## config.mk

```make
export PLATFORM = sky130hd
export DESIGN_NAME = gamepad_frame_decode_servo_nudge
export DESIGN_NICKNAME = d
export VERILOG_FILES = /design/src/rtl/gfdsn_pkg.sv /design/src/rtl/gamepad_frame_decode_servo_nudge.sv
export SDC_FILE = /design/constraint.sdc
export NUM_CORES = 1
export LEC_CHECK = 0
export ABC_CLOCK_PERIOD_IN_PS = 7600
export BUFFER_PORTS_ARGS = -buffer_cell sky130_fd_sc_hd__buf_2
export CORE_MARGIN = 5
export CORE_UTILIZATION = 56
export DETAILED_ROUTE_END_ITERATION = 6
export PLACE_DENSITY = 0.74
export SYNTH_ARGS = -nofsm -noshare
export SYNTH_HDL_FRONTEND = slang
export SYNTH_SLANG_ARGS = --single-unit
```

## constraint.sdc

```tcl
create_clock -name clk -period 7.6 [get_ports clk]
set_input_delay 1.14 -clock clk [delete_from_list [all_inputs] [get_ports clk]]
set_output_delay 1.14 -clock clk [all_outputs]
set_load 0.02 [all_outputs]
```

## src/rtl/gfdsn_pkg.sv

```systemverilog
`default_nettype none

package gfdsn_pkg;

    localparam logic [7:0] ID_ANALOG  = 8'h73;
    localparam logic [7:0] ID_DIGITAL = 8'h41;
    localparam logic [7:0] ACK_OK     = 8'h5A;

    localparam logic [11:0] POS_MAX   = 12'd2500;
    localparam logic [11:0] POS_MIN   = 12'd500;
    localparam logic [11:0] POS_RESET = 12'd1500;
    localparam logic [11:0] AXIS_MID  = 12'd1023;

    localparam logic [9:0] DEADBAND_RESET   = 10'd100;
    localparam logic [7:0] SERVO_STEP_RESET = 8'd10;

    localparam logic [1:0] REG_DEADBAND   = 2'd0;
    localparam logic [1:0] REG_SERVO_STEP = 2'd1;

    localparam logic [1:0] STATUS_DECODED = 2'd0;
    localparam logic [1:0] STATUS_DIGITAL = 2'd1;
    localparam logic [1:0] STATUS_INVALID = 2'd2;

    localparam int BIT_L2    = 0;
    localparam int BIT_L1    = 2;
    localparam int BIT_UP    = 4;
    localparam int BIT_RIGHT = 5;
    localparam int BIT_DOWN  = 6;
    localparam int BIT_LEFT  = 7;

    typedef struct packed {
        logic [7:0] id_byte;
        logic [7:0] ack_byte;
        logic [7:0] buttons_low;
        logic [7:0] buttons_high;
        logic [7:0] rotate_raw;
        logic [7:0] forward_raw;
        logic [7:0] side_raw;
    } frame_t;

    typedef struct packed {
        logic [1:0]  status;
        logic [10:0] speed_x;
        logic [10:0] speed_y;
        logic [10:0] speed_rot;
        logic [11:0] servo_a;
        logic [11:0] servo_b;
        logic [11:0] servo_c;
    } result_t;

    // The raise move is applied first, then the lower move; both saturate.
    function automatic logic [11:0] nudge(input logic [11:0] pos, input logic [7:0] step,
                                          input logic raise, input logic lower);
        logic [12:0] sum;
        logic [12:0] floor_lim;
        logic [11:0] p;
        begin
            p = pos;
            sum = {1'b0, p} + {5'd0, step};
            if (raise)
            begin
                p = (sum >= {1'b0, POS_MAX}) ? POS_MAX : sum[11:0];
            end
            floor_lim = {1'b0, POS_MIN} + {5'd0, step};
            if (lower)
            begin
                p = ({1'b0, p} <= floor_lim) ? POS_MIN : (p - {4'd0, step});
            end
            return p;
        end
    endfunction

    // Speed is raw*8 - 1023, or its negation when inverted, zeroed inside the deadband.
    function automatic logic [10:0] axis_speed(input logic [7:0] raw, input logic invert,
                                               input logic [9:0] deadband);
        logic [11:0] scaled;
        logic [11:0] v;
        logic [11:0] mag;
        begin
            scaled = {1'b0, raw, 3'b000};
            v = invert ? (AXIS_MID - scaled) : (scaled - AXIS_MID);
            mag = v[11] ? (12'd0 - v) : v;
            return (mag <= {2'b00, deadband}) ? 11'd0 : v[10:0];
        end
    endfunction

endpackage

`default_nettype wire

```

## src/rtl/gamepad_frame_decode_servo_nudge.sv

```systemverilog
`default_nettype none

// An accepted input transaction is captured in the input register, and its result
// is then registered in the result register, from which the outputs are driven.
// Throughput: one frame per cycle with out_ready high; input and result registers form a
// two-stage pipeline, and the stored servo positions update as a frame leaves stage one.
// Reset: deadband returns to 100, servo step to 10, all servo positions to 1500,
// and both pipeline stages are emptied.
module gamepad_frame_decode_servo_nudge
(
    input  wire logic        clk,
    input  wire logic        rst_n,

    input  wire logic        cfg_we,
    input  wire logic [1:0]  cfg_index,
    input  wire logic [9:0]  cfg_data,

    input  wire logic        in_valid,
    output      logic        in_ready,
    input  wire logic [7:0]  id_byte,
    input  wire logic [7:0]  ack_byte,
    input  wire logic [7:0]  buttons_low,
    input  wire logic [7:0]  buttons_high,
    input  wire logic [7:0]  rotate_raw,
    input  wire logic [7:0]  forward_raw,
    input  wire logic [7:0]  side_raw,

    output      logic        out_valid,
    input  wire logic        out_ready,
    output      logic [1:0]  status,
    output      logic [10:0] speed_x,
    output      logic [10:0] speed_y,
    output      logic [10:0] speed_rot,
    output      logic [11:0] servo_a,
    output      logic [11:0] servo_b,
    output      logic [11:0] servo_c
);

    logic [9:0]  deadband_reg;
    logic [7:0]  servo_step_reg;
    logic [11:0] servo_a_pos_reg;
    logic [11:0] servo_b_pos_reg;
    logic [11:0] servo_c_pos_reg;

    logic                 frame_valid_reg;
    gfdsn_pkg::frame_t    frame_reg;
    logic                 result_valid_reg;
    gfdsn_pkg::result_t   result_reg;
    gfdsn_pkg::result_t   result_next;

    logic frame_advance;
    logic is_decoded;
    logic is_digital;

    assign frame_advance = frame_valid_reg && (!result_valid_reg || out_ready);
    assign in_ready      = !frame_valid_reg || frame_advance;

    assign is_decoded = (frame_reg.id_byte == gfdsn_pkg::ID_ANALOG)
                        && (frame_reg.ack_byte == gfdsn_pkg::ACK_OK);
    assign is_digital = (frame_reg.id_byte == gfdsn_pkg::ID_DIGITAL)
                        && (frame_reg.ack_byte == gfdsn_pkg::ACK_OK);

    always_comb
    begin
        result_next.servo_a   = servo_a_pos_reg;
        result_next.servo_b   = servo_b_pos_reg;
        result_next.servo_c   = servo_c_pos_reg;
        result_next.speed_x   = 11'd0;
        result_next.speed_y   = 11'd0;
        result_next.speed_rot = 11'd0;
        if (is_decoded)
        begin
            result_next.status  = gfdsn_pkg::STATUS_DECODED;
            result_next.servo_a = gfdsn_pkg::nudge(servo_a_pos_reg, servo_step_reg,
                                      !frame_reg.buttons_high[gfdsn_pkg::BIT_L1],
                                      !frame_reg.buttons_high[gfdsn_pkg::BIT_L2]);
            result_next.servo_b = gfdsn_pkg::nudge(servo_b_pos_reg, servo_step_reg,
                                      !frame_reg.buttons_low[gfdsn_pkg::BIT_UP],
                                      !frame_reg.buttons_low[gfdsn_pkg::BIT_DOWN]);
            result_next.servo_c = gfdsn_pkg::nudge(servo_c_pos_reg, servo_step_reg,
                                      !frame_reg.buttons_low[gfdsn_pkg::BIT_LEFT],
                                      !frame_reg.buttons_low[gfdsn_pkg::BIT_RIGHT]);
            result_next.speed_x   = gfdsn_pkg::axis_speed(frame_reg.side_raw, 1'b1,
                                                          deadband_reg);
            result_next.speed_y   = gfdsn_pkg::axis_speed(frame_reg.forward_raw, 1'b0,
                                                          deadband_reg);
            result_next.speed_rot = gfdsn_pkg::axis_speed(frame_reg.rotate_raw, 1'b0,
                                                          deadband_reg);
        end
        else if (is_digital)
        begin
            result_next.status = gfdsn_pkg::STATUS_DIGITAL;
        end
        else
        begin
            result_next.status = gfdsn_pkg::STATUS_INVALID;
        end
    end

    always_ff @(posedge clk or negedge rst_n)
    begin
        if (!rst_n)
        begin
            deadband_reg   <= gfdsn_pkg::DEADBAND_RESET;
            servo_step_reg <= gfdsn_pkg::SERVO_STEP_RESET;
        end
        else if (cfg_we)
        begin
            case (cfg_index)
                gfdsn_pkg::REG_DEADBAND:
                begin
                    deadband_reg <= cfg_data;
                end
                gfdsn_pkg::REG_SERVO_STEP:
                begin
                    servo_step_reg <= cfg_data[7:0];
                end
                default:
                begin
                end
            endcase
        end
    end

    always_ff @(posedge clk or negedge rst_n)
    begin
        if (!rst_n)
        begin
            servo_a_pos_reg  <= gfdsn_pkg::POS_RESET;
            servo_b_pos_reg  <= gfdsn_pkg::POS_RESET;
            servo_c_pos_reg  <= gfdsn_pkg::POS_RESET;
            frame_valid_reg  <= 1'b0;
            result_valid_reg <= 1'b0;
        end
        else
        begin
            if (in_ready)
            begin
                frame_valid_reg <= in_valid;
            end
            if (frame_advance)
            begin
                servo_a_pos_reg  <= result_next.servo_a;
                servo_b_pos_reg  <= result_next.servo_b;
                servo_c_pos_reg  <= result_next.servo_c;
                result_valid_reg <= 1'b1;
            end
            else if (out_ready)
            begin
                result_valid_reg <= 1'b0;
            end
        end
    end

    always_ff @(posedge clk)
    begin
        if (in_valid && in_ready)
        begin
            frame_reg.id_byte      <= id_byte;
            frame_reg.ack_byte     <= ack_byte;
            frame_reg.buttons_low  <= buttons_low;
            frame_reg.buttons_high <= buttons_high;
            frame_reg.rotate_raw   <= rotate_raw;
            frame_reg.forward_raw  <= forward_raw;
            frame_reg.side_raw     <= side_raw;
        end
        if (frame_advance)
        begin
            result_reg <= result_next;
        end
    end

    assign out_valid = result_valid_reg;
    assign status    = result_reg.status;
    assign speed_x   = result_reg.speed_x;
    assign speed_y   = result_reg.speed_y;
    assign speed_rot = result_reg.speed_rot;
    assign servo_a   = result_reg.servo_a;
    assign servo_b   = result_reg.servo_b;
    assign servo_c   = result_reg.servo_c;

endmodule

`default_nettype wire
```

==> results.txt, run 1 <==
Yosys warning total -> 0
Worst Tran Pin Value -> 1130 ps
Crit path kind -> reg -> reg
Buffers on Ports -> 131
Syn_area_per_cell -> 10.0 sq um
Peak Freq -> 0.165 GHz
Met1 Use GR -> 31.0%
P_leak -> 0.00550 uW
Layout cells sized above 1 -> 21.0%
CP required -> 7760 ps
Commonest cells post-synth -> 111 x edfxtp_1, 99 x ha_1, 92 x nor2_1, 85 x nand2_1, 68 x o21ai_0
# setup viols final -> 0
DIE WIDTH -> 154 um
Slew Viols, Final -> 0
Grt met3 use -> 5.51%
Synth area leaders -> edfxtp_1 29%, ha_1 11%, dfrtp_1 6.5%, dfstp_2 5.9%, mux2_2 4.0%
Area after DPL -> 0.0124 sq mm
Die Area -> 0.0236 sq mm
Hold depth -> 1
Global routing usage on met2 -> 40.6%
I/O Pins -> 146
Fin nets -> 1444
Via count -> 9368
Slew HR -> 24.9%
Final wirelength -> 28600 um
Clock Tree Buf Depth -> 2
GRT Util Overall -> 23.8%
Initial antenna violation count -> 6
Count leader, synth -> edfxtp_1
Core footprint -> 0.0203 sq mm
Peak supply drop -> 0.000150 V
Post-CTS Resized -> 0
Reg2reg start -> servo_step_reg[2]$_DFFE_PN0P_
Crit Path Max Fanout -> 10
Largest net degree at the start of global routing -> 68
Root Driver -> clkbuf_16
Hpwl dp -> 20800 um
Drt drc -> 0
Fill cells -> 1688
Sequential-to-total area share from yosys stat -> 41.2%
First-pass GRT wire length -> 45600 um
Vias in the first global route -> 8949
Post-CTS Hold Buffers -> 0
Min-delay src -> frame_valid_reg$_DFFE_PN0N_
Initial DRC Count -> 734
Worst skew pair latency -> 450 ps
Worst-path clk slew -> 70 ps
Worst r2r dst -> servo_b[11]$_DFFE_PP_
Drt pass-1 iters -> 5
Vias per cell -> 6.03
Rows -> 52
Ratio of final minimum period to clock period -> 79.6%
Top_reg_cell synth -> edfxtp_1
Max-cap violations -> 0
Hold EP -> out_valid$_DFFE_PN0P_
Flop2flop setup slack -> 1550 ps
ANT nets after route -> 0
Top cell type's share of synthesized area -> 28.8%
Busiest grt layer -> met2
Layout Skew -> 13.9 ps
Post-synthesis async set-or-reset flop share -> 33.5%
R2R depth -> 18
CTS tree -> built
Effective utilization at floorplan -> 57.0%
Synthesized instance count -> 1152
Unique masters post-synth -> 84
Number of buffers created by CTS -> 17
Final hold violations -> 0
Syn Std Cell Area -> 0.0116 sq mm
Post-synth top area cell -> edfxtp_1
Number of enable flip-flop cells after synthesis -> 111
Post-CTS Setup Repair Bufs -> 0
Register Area -> 0.00477 sq mm
HP Class -> reg -> reg
TNS Setup -> 0 ps
Unrepaired setup endpoints after global routing -> false
Max H-tree Level -> 4
CP arrival -> 6210 ps
Synth-to-Final Area Change -> 12.8%
Fin crit period -> 6050 ps
Die height -> 154 um
Clk sinks -> 167
Post-synthesis register bit count -> 167
Final Cell Area -> 0.0131 sq mm
Multi-input gate area -> 0.00645 sq mm
Worst setup SP type -> flop
CP endpoint kind -> flop
Pwr/cell area -> 215 mW/mm^2
GRT overflow -> 0
Routability congestion estimate -> 0.940
Routed length per instance -> 18.4 um
Status -> completed
Number of flip-flops in the largest register -> 46
## per-layer routing
layer | up-vias | wire length [um]
li1 | 4553 | -
met1 | 4429 | 12100
met2 | 340 | 13800
met3 | 44 | 2110
met4 | 2 | 490
met5 | - | 13
## through the flow
| step | hold WS [ps] | std cells | total power (uW) | util [%] | setup slack (ps) |
|---|---|---|---|---|---|
| floorplan | 449 | 1155 | 1710 | - | 2380 |
| detailed placement | 488 | 1517 | 1930 | 61.3 | 1670 |
| finish | 486 | 1553 | 2800 | 64.4 | 1550 |
| global route | 527 | 1553 | 2960 | 64.4 | 1120 |
| CTS | 495 | 1549 | 2800 | 64.3 | 1650 |
| global placement | 464 | 1517 | 1900 | 61.3 | 1670 |
## critical path: stages, from the launching register on
cell and delay [ps]:
dfrtp_1 580, ha_1 460, o21ai_0 150, o21ai_1 420, nor2_1 120, a2111oi_2 590
nand2_1 110, o22ai_1 490, a2bb2oi_1 230, ha_1 400, nand3b_1 150, o21bai_1 120
a31oi_1 90, o311ai_0 440, o211ai_1 230, nor4_1 660, nor2_1 100, mux2i_1 290
o21ai_0 130
## cells by family after synthesis
kind of cell | share of synthesized area, %
AO/OA/AOI/OAI | 18.5
AND/OR/NAND/NOR | 16.1
multiplexers | 4.64
XOR/XNOR | 4.46
other | 0.0324
flip-flops | 41.2
adder cells (fa/ha/maj) | 11.7
buffers and inverters | 3.34
## cell type report
type                       instances  area share, %
sequential                       167           36.5
antenna                            4         0.0766
tap                              270           2.59
multi-input combinational        892           49.3
clock buffer                      17           3.26
inverter                          50           1.44
timing repair buffer             138           5.42
clock inverter                    15           1.40
## cell usage in the layout (no fill, tap or decap), drive strengths merged, types with 26 or more instances in the layout
master and n:
a21oi 58, nand2 85, inv 53, dfrtp 30, xnor2 43, and2 30, edfxtp 111, nor2 92
mux2 42, buf 138, nand3 26, dfstp 26, nor3 29, o21ai 72, ha 99
## worst max-delay path by stage
stage | from | end
final | servo_step_reg[2]$_DFFE_PN0P_ | servo_b[11]$_DFFE_PP_
after global routing | servo_step_reg[2]$_DFFE_PN0P_ | servo_b[11]$_DFFE_PP_
after CTS | servo_step_reg[1]$_DFFE_PN1P_ | servo_a[9]$_DFFE_PP_
after detailed placement | servo_step_reg[0]$_DFFE_PN0P_ | servo_b[11]$_DFFE_PP_
after global placement | servo_step_reg[1]$_DFFE_PN1P_ | servo_a[9]$_DFFE_PP_
after floorplan | servo_step_reg[1]$_DFFE_PN1P_ | servo_a[9]$_DFFE_PP_
## power by group
group          internal (uW)  total (uW)  leakage [uW]  switching (uW)
Clock                    444         879      0.000294             435
Sequential              1040        1100       0.00174            64.2
Combinational            343         824       0.00347             481
No activity file was read; power rests on OpenSTA's default activity.
==> run 2: changes to the inputs <==
ABC_CLOCK_PERIOD_IN_PS = 6100   (was 7600)
clock period = 6.1 ns   (was 7.6 ns; I/O delays follow)
==> run 2 against run 1 <==
Compared with the run above: critical path depth increased by 2; register-to-register slack got worse by 1100 ps; sequential power increased by 25%; die area unchanged; largest power group unchanged; largest cell class unchanged; clock-buffer cell count unchanged; first-iteration DRC count decreased by 7.9%; setup slack got worse by 1100 ps.
==> results.txt, run 2 (synthesis gave the netlist of run 1 again) <==
Status -> completed (unchanged)
Post-route setup slack -> 404 ps (was 1550 ps)
Number of flip-flops in the largest register -> 46 (unchanged)
Worst setup SP type -> flop (unchanged)
Sw Share -> 35.0% (about the same)
Sequential power share -> 38.9% (was 39.3%)
ANT nets after route -> 0 (unchanged)
Final wirelength -> 28700 um (was 28600 um)
Die Area -> 0.0236 sq mm (unchanged)
Hold slack -> 502 ps (was 486 ps)
Hpwl dp -> 20800 um (about the same)
Peak Freq -> 0.176 GHz (was 0.165 GHz)
Initial DRC Count -> 676 (was 734)
Sw power -> 1230 uW (was 980 uW)
Crit Path Max Fanout -> 7 (was 10)
Die height -> 154 um (unchanged)
Busiest grt layer -> met2 (unchanged)
I/O Pins -> 146 (unchanged)
Routed length per instance -> 18.4 um (about the same)
CTS tree -> built (unchanged)
# setup viols final -> 0 (unchanged)
GRT overflow -> 0 (unchanged)
Post-CTS Setup Repair Bufs -> 0 (unchanged)
GRT Util Overall -> 24.1% (was 23.8%)
Worst skew pair latency -> 450 ps (about the same)
R2R depth -> 20 (was 18)
Pwr/cell area -> 267 mW/mm^2 (was 215 mW/mm^2)
Drt drc -> 0 (unchanged)
Post-CTS Hold Buffers -> 0 (unchanged)
CP arrival -> 5880 ps (was 6210 ps)
CP required -> 6290 ps (was 7760 ps)
Cell internal pwr -> 2280 uW (was 1820 uW)
Fin nets -> 1451 (was 1444)
First-pass GRT wire length -> 46400 um (was 45600 um)
Routability congestion estimate -> 0.954 (was 0.940)
P_leak -> 0.00553 uW (was 0.00550 uW)
Max-cap violations -> 0 (unchanged)
Slew HR -> 24.3% (was 24.9%)
Initial antenna violation count -> 4 (was 6)
Global routing usage on met2 -> 39.3% (was 40.6%)
Worst Tran Pin Value -> 1140 ps (was 1130 ps)
Fin crit period -> 5700 ps (was 6050 ps)
Buffers on Ports -> 131 (unchanged)
Max H-tree Level -> 4 (unchanged)
Peak supply drop -> 0.000224 V (was 0.000150 V)
Slew Viols, Final -> 0 (unchanged)
Combinational power share -> 29.7% (was 29.4%)
Crit path kind -> reg -> reg (unchanged)
Number of buffers created by CTS -> 17 (unchanged)
Fill cells -> 1679 (was 1688)
Root Driver -> clkbuf_16 (unchanged)
DIE WIDTH -> 154 um (unchanged)
Worst-path clk slew -> 70 ps (about the same)
Layout Skew -> 14.3 ps (was 13.9 ps)
HP Class -> reg -> reg (unchanged)
Grt met3 use -> 5.73% (was 5.51%)
Vias per cell -> 6.01 (was 6.03)
Clock Tree Buf Depth -> 2 (unchanged)
Synth-to-Final Area Change -> 13.4% (was 12.8%)
Rows -> 52 (unchanged)
Clock power frac -> 31.4% (was 31.3%)
DP Worst Slack -> 509 ps (was 1670 ps)
Register Area -> 0.00477 sq mm (unchanged)
Unrepaired setup endpoints after global routing -> false (unchanged)
Vias in the first global route -> 9077 (was 8949)
Met1 Use GR -> 32.3% (was 31.0%)
CP endpoint kind -> flop (unchanged)
Hold depth -> 1 (unchanged)
Core footprint -> 0.0203 sq mm (unchanged)
Clk sinks -> 167 (unchanged)
Drt pass-1 iters -> 5 (unchanged)
Multi-input gate area -> 0.00645 sq mm (about the same)
TNS Setup -> 0 ps (unchanged)
Effective utilization at floorplan -> 57.0% (unchanged)
Via count -> 9377 (was 9368)
Layout cells sized above 1 -> 21.5% (was 21.0%)
Ratio of final minimum period to clock period -> 93.4% (was 79.6%)
Final hold violations -> 0 (unchanged)
Commonest non-fill, non-tap cell in the layout -> buf_2 (unchanged)
Largest net degree at the start of global routing -> 68 (unchanged)
Commonest cells after routing, fill and taps aside -> 131 x buf_2, 111 x edfxtp_1, 99 x ha_1, 91 x nor2_1, 85 x nand2_1 (unchanged)
[run 2: cell count changes in the layout (fill, tap and decap cells not counted), sizes merged]
cell,delta
buf,+7
clkinv,-2
clkinvlp,+1
inv,+1
[run 2: routing by layer]
layer | wire, um | share of wire [%] | vias up
met5 | 17 | 0.059 | -
met4 | 563 | 2.0 | 2
met3 | 2030 | 7.1 | 52
met2 | 13600 | 47 | 319
met1 | 12500 | 43 | 4440
li1 | - | - | 4564
[run 2: critical path, cell delays in order (launching register included)]
cell,delay (ps)
dfrtp_1,570
ha_1,260
inv_1,60
fa_1,400
nand2b_1,190
a21o_1,220
nor2b_1,170
xor2_1,170
o41ai_1,450
o21ai_1,170
a32o_1,350
ha_1,290
and4_1,230
nand3_1,100
or4b_2,640
o22ai_1,150
and3_1,190
a21oi_1,70
a21oi_1,290
o21ba_2,210
mux2_2,270
[run 2: what timing repair did]
| item | CTS | global route |
|---|---|---|
| endpoints found under the setup margin | 0 | 1 |
| resized for setup | 0 | 1 |
| hold endpoints to repair | 0 | 0 |
[run 2: worst paths after layout]
path | startpoint | slack, ps | endpoint
hold reg to reg | frame_valid_reg$_DFFE_PN0N_ | 500 | out_valid$_DFFE_PN0P_
min in group asynchronous | rst_n | 610 | servo_b_pos_reg[11]$_DFFE_PN0P_
hold / removal | frame_valid_reg$_DFFE_PN0N_ | 500 | out_valid$_DFFE_PN0P_
max in group asynchronous | rst_n | 4940 | servo_a_pos_reg[11]$_DFFE_PN0P_
setup reg to reg | servo_step_reg[0]$_DFFE_PN0P_ | 400 | servo_a[9]$_DFFE_PP_
setup / recovery | servo_step_reg[0]$_DFFE_PN0P_ | 400 | servo_a[9]$_DFFE_PP_
[run 2: power groups by stage]
stage	clock [uW]	sequential (uW)	combinational, uW
after floorplan	0	1390	742
after global placement	0	1390	988
after detailed placement	0	1390	1020
after CTS	1120	1360	1030
after global routing	1180	1370	1170
final	1100	1370	1040
[run 2: layout make-up]
class	count	share of cell area, %
diodes	4	0.0763
clock buffers	17	3.24
clock inverters	15	1.40
well taps	270	2.57
inverters	50	1.43
multi-input cells	892	49.2
flip-flops and latches	167	36.3
repair buffers	145	5.80
[run 2: per-stage QoR]
step | power, uW | instance area [sq um] | instances | utilization (%)
after floorplan | 2130 | 11600 | 1155 | -
after global placement | 2370 | 12500 | 1524 | 61.6
after detailed placement | 2400 | 12500 | 1524 | 61.6
after CTS | 3510 | 13100 | 1556 | 64.6
after global routing | 3710 | 13100 | 1559 | 64.6
final | 3510 | 13100 | 1560 | 64.7
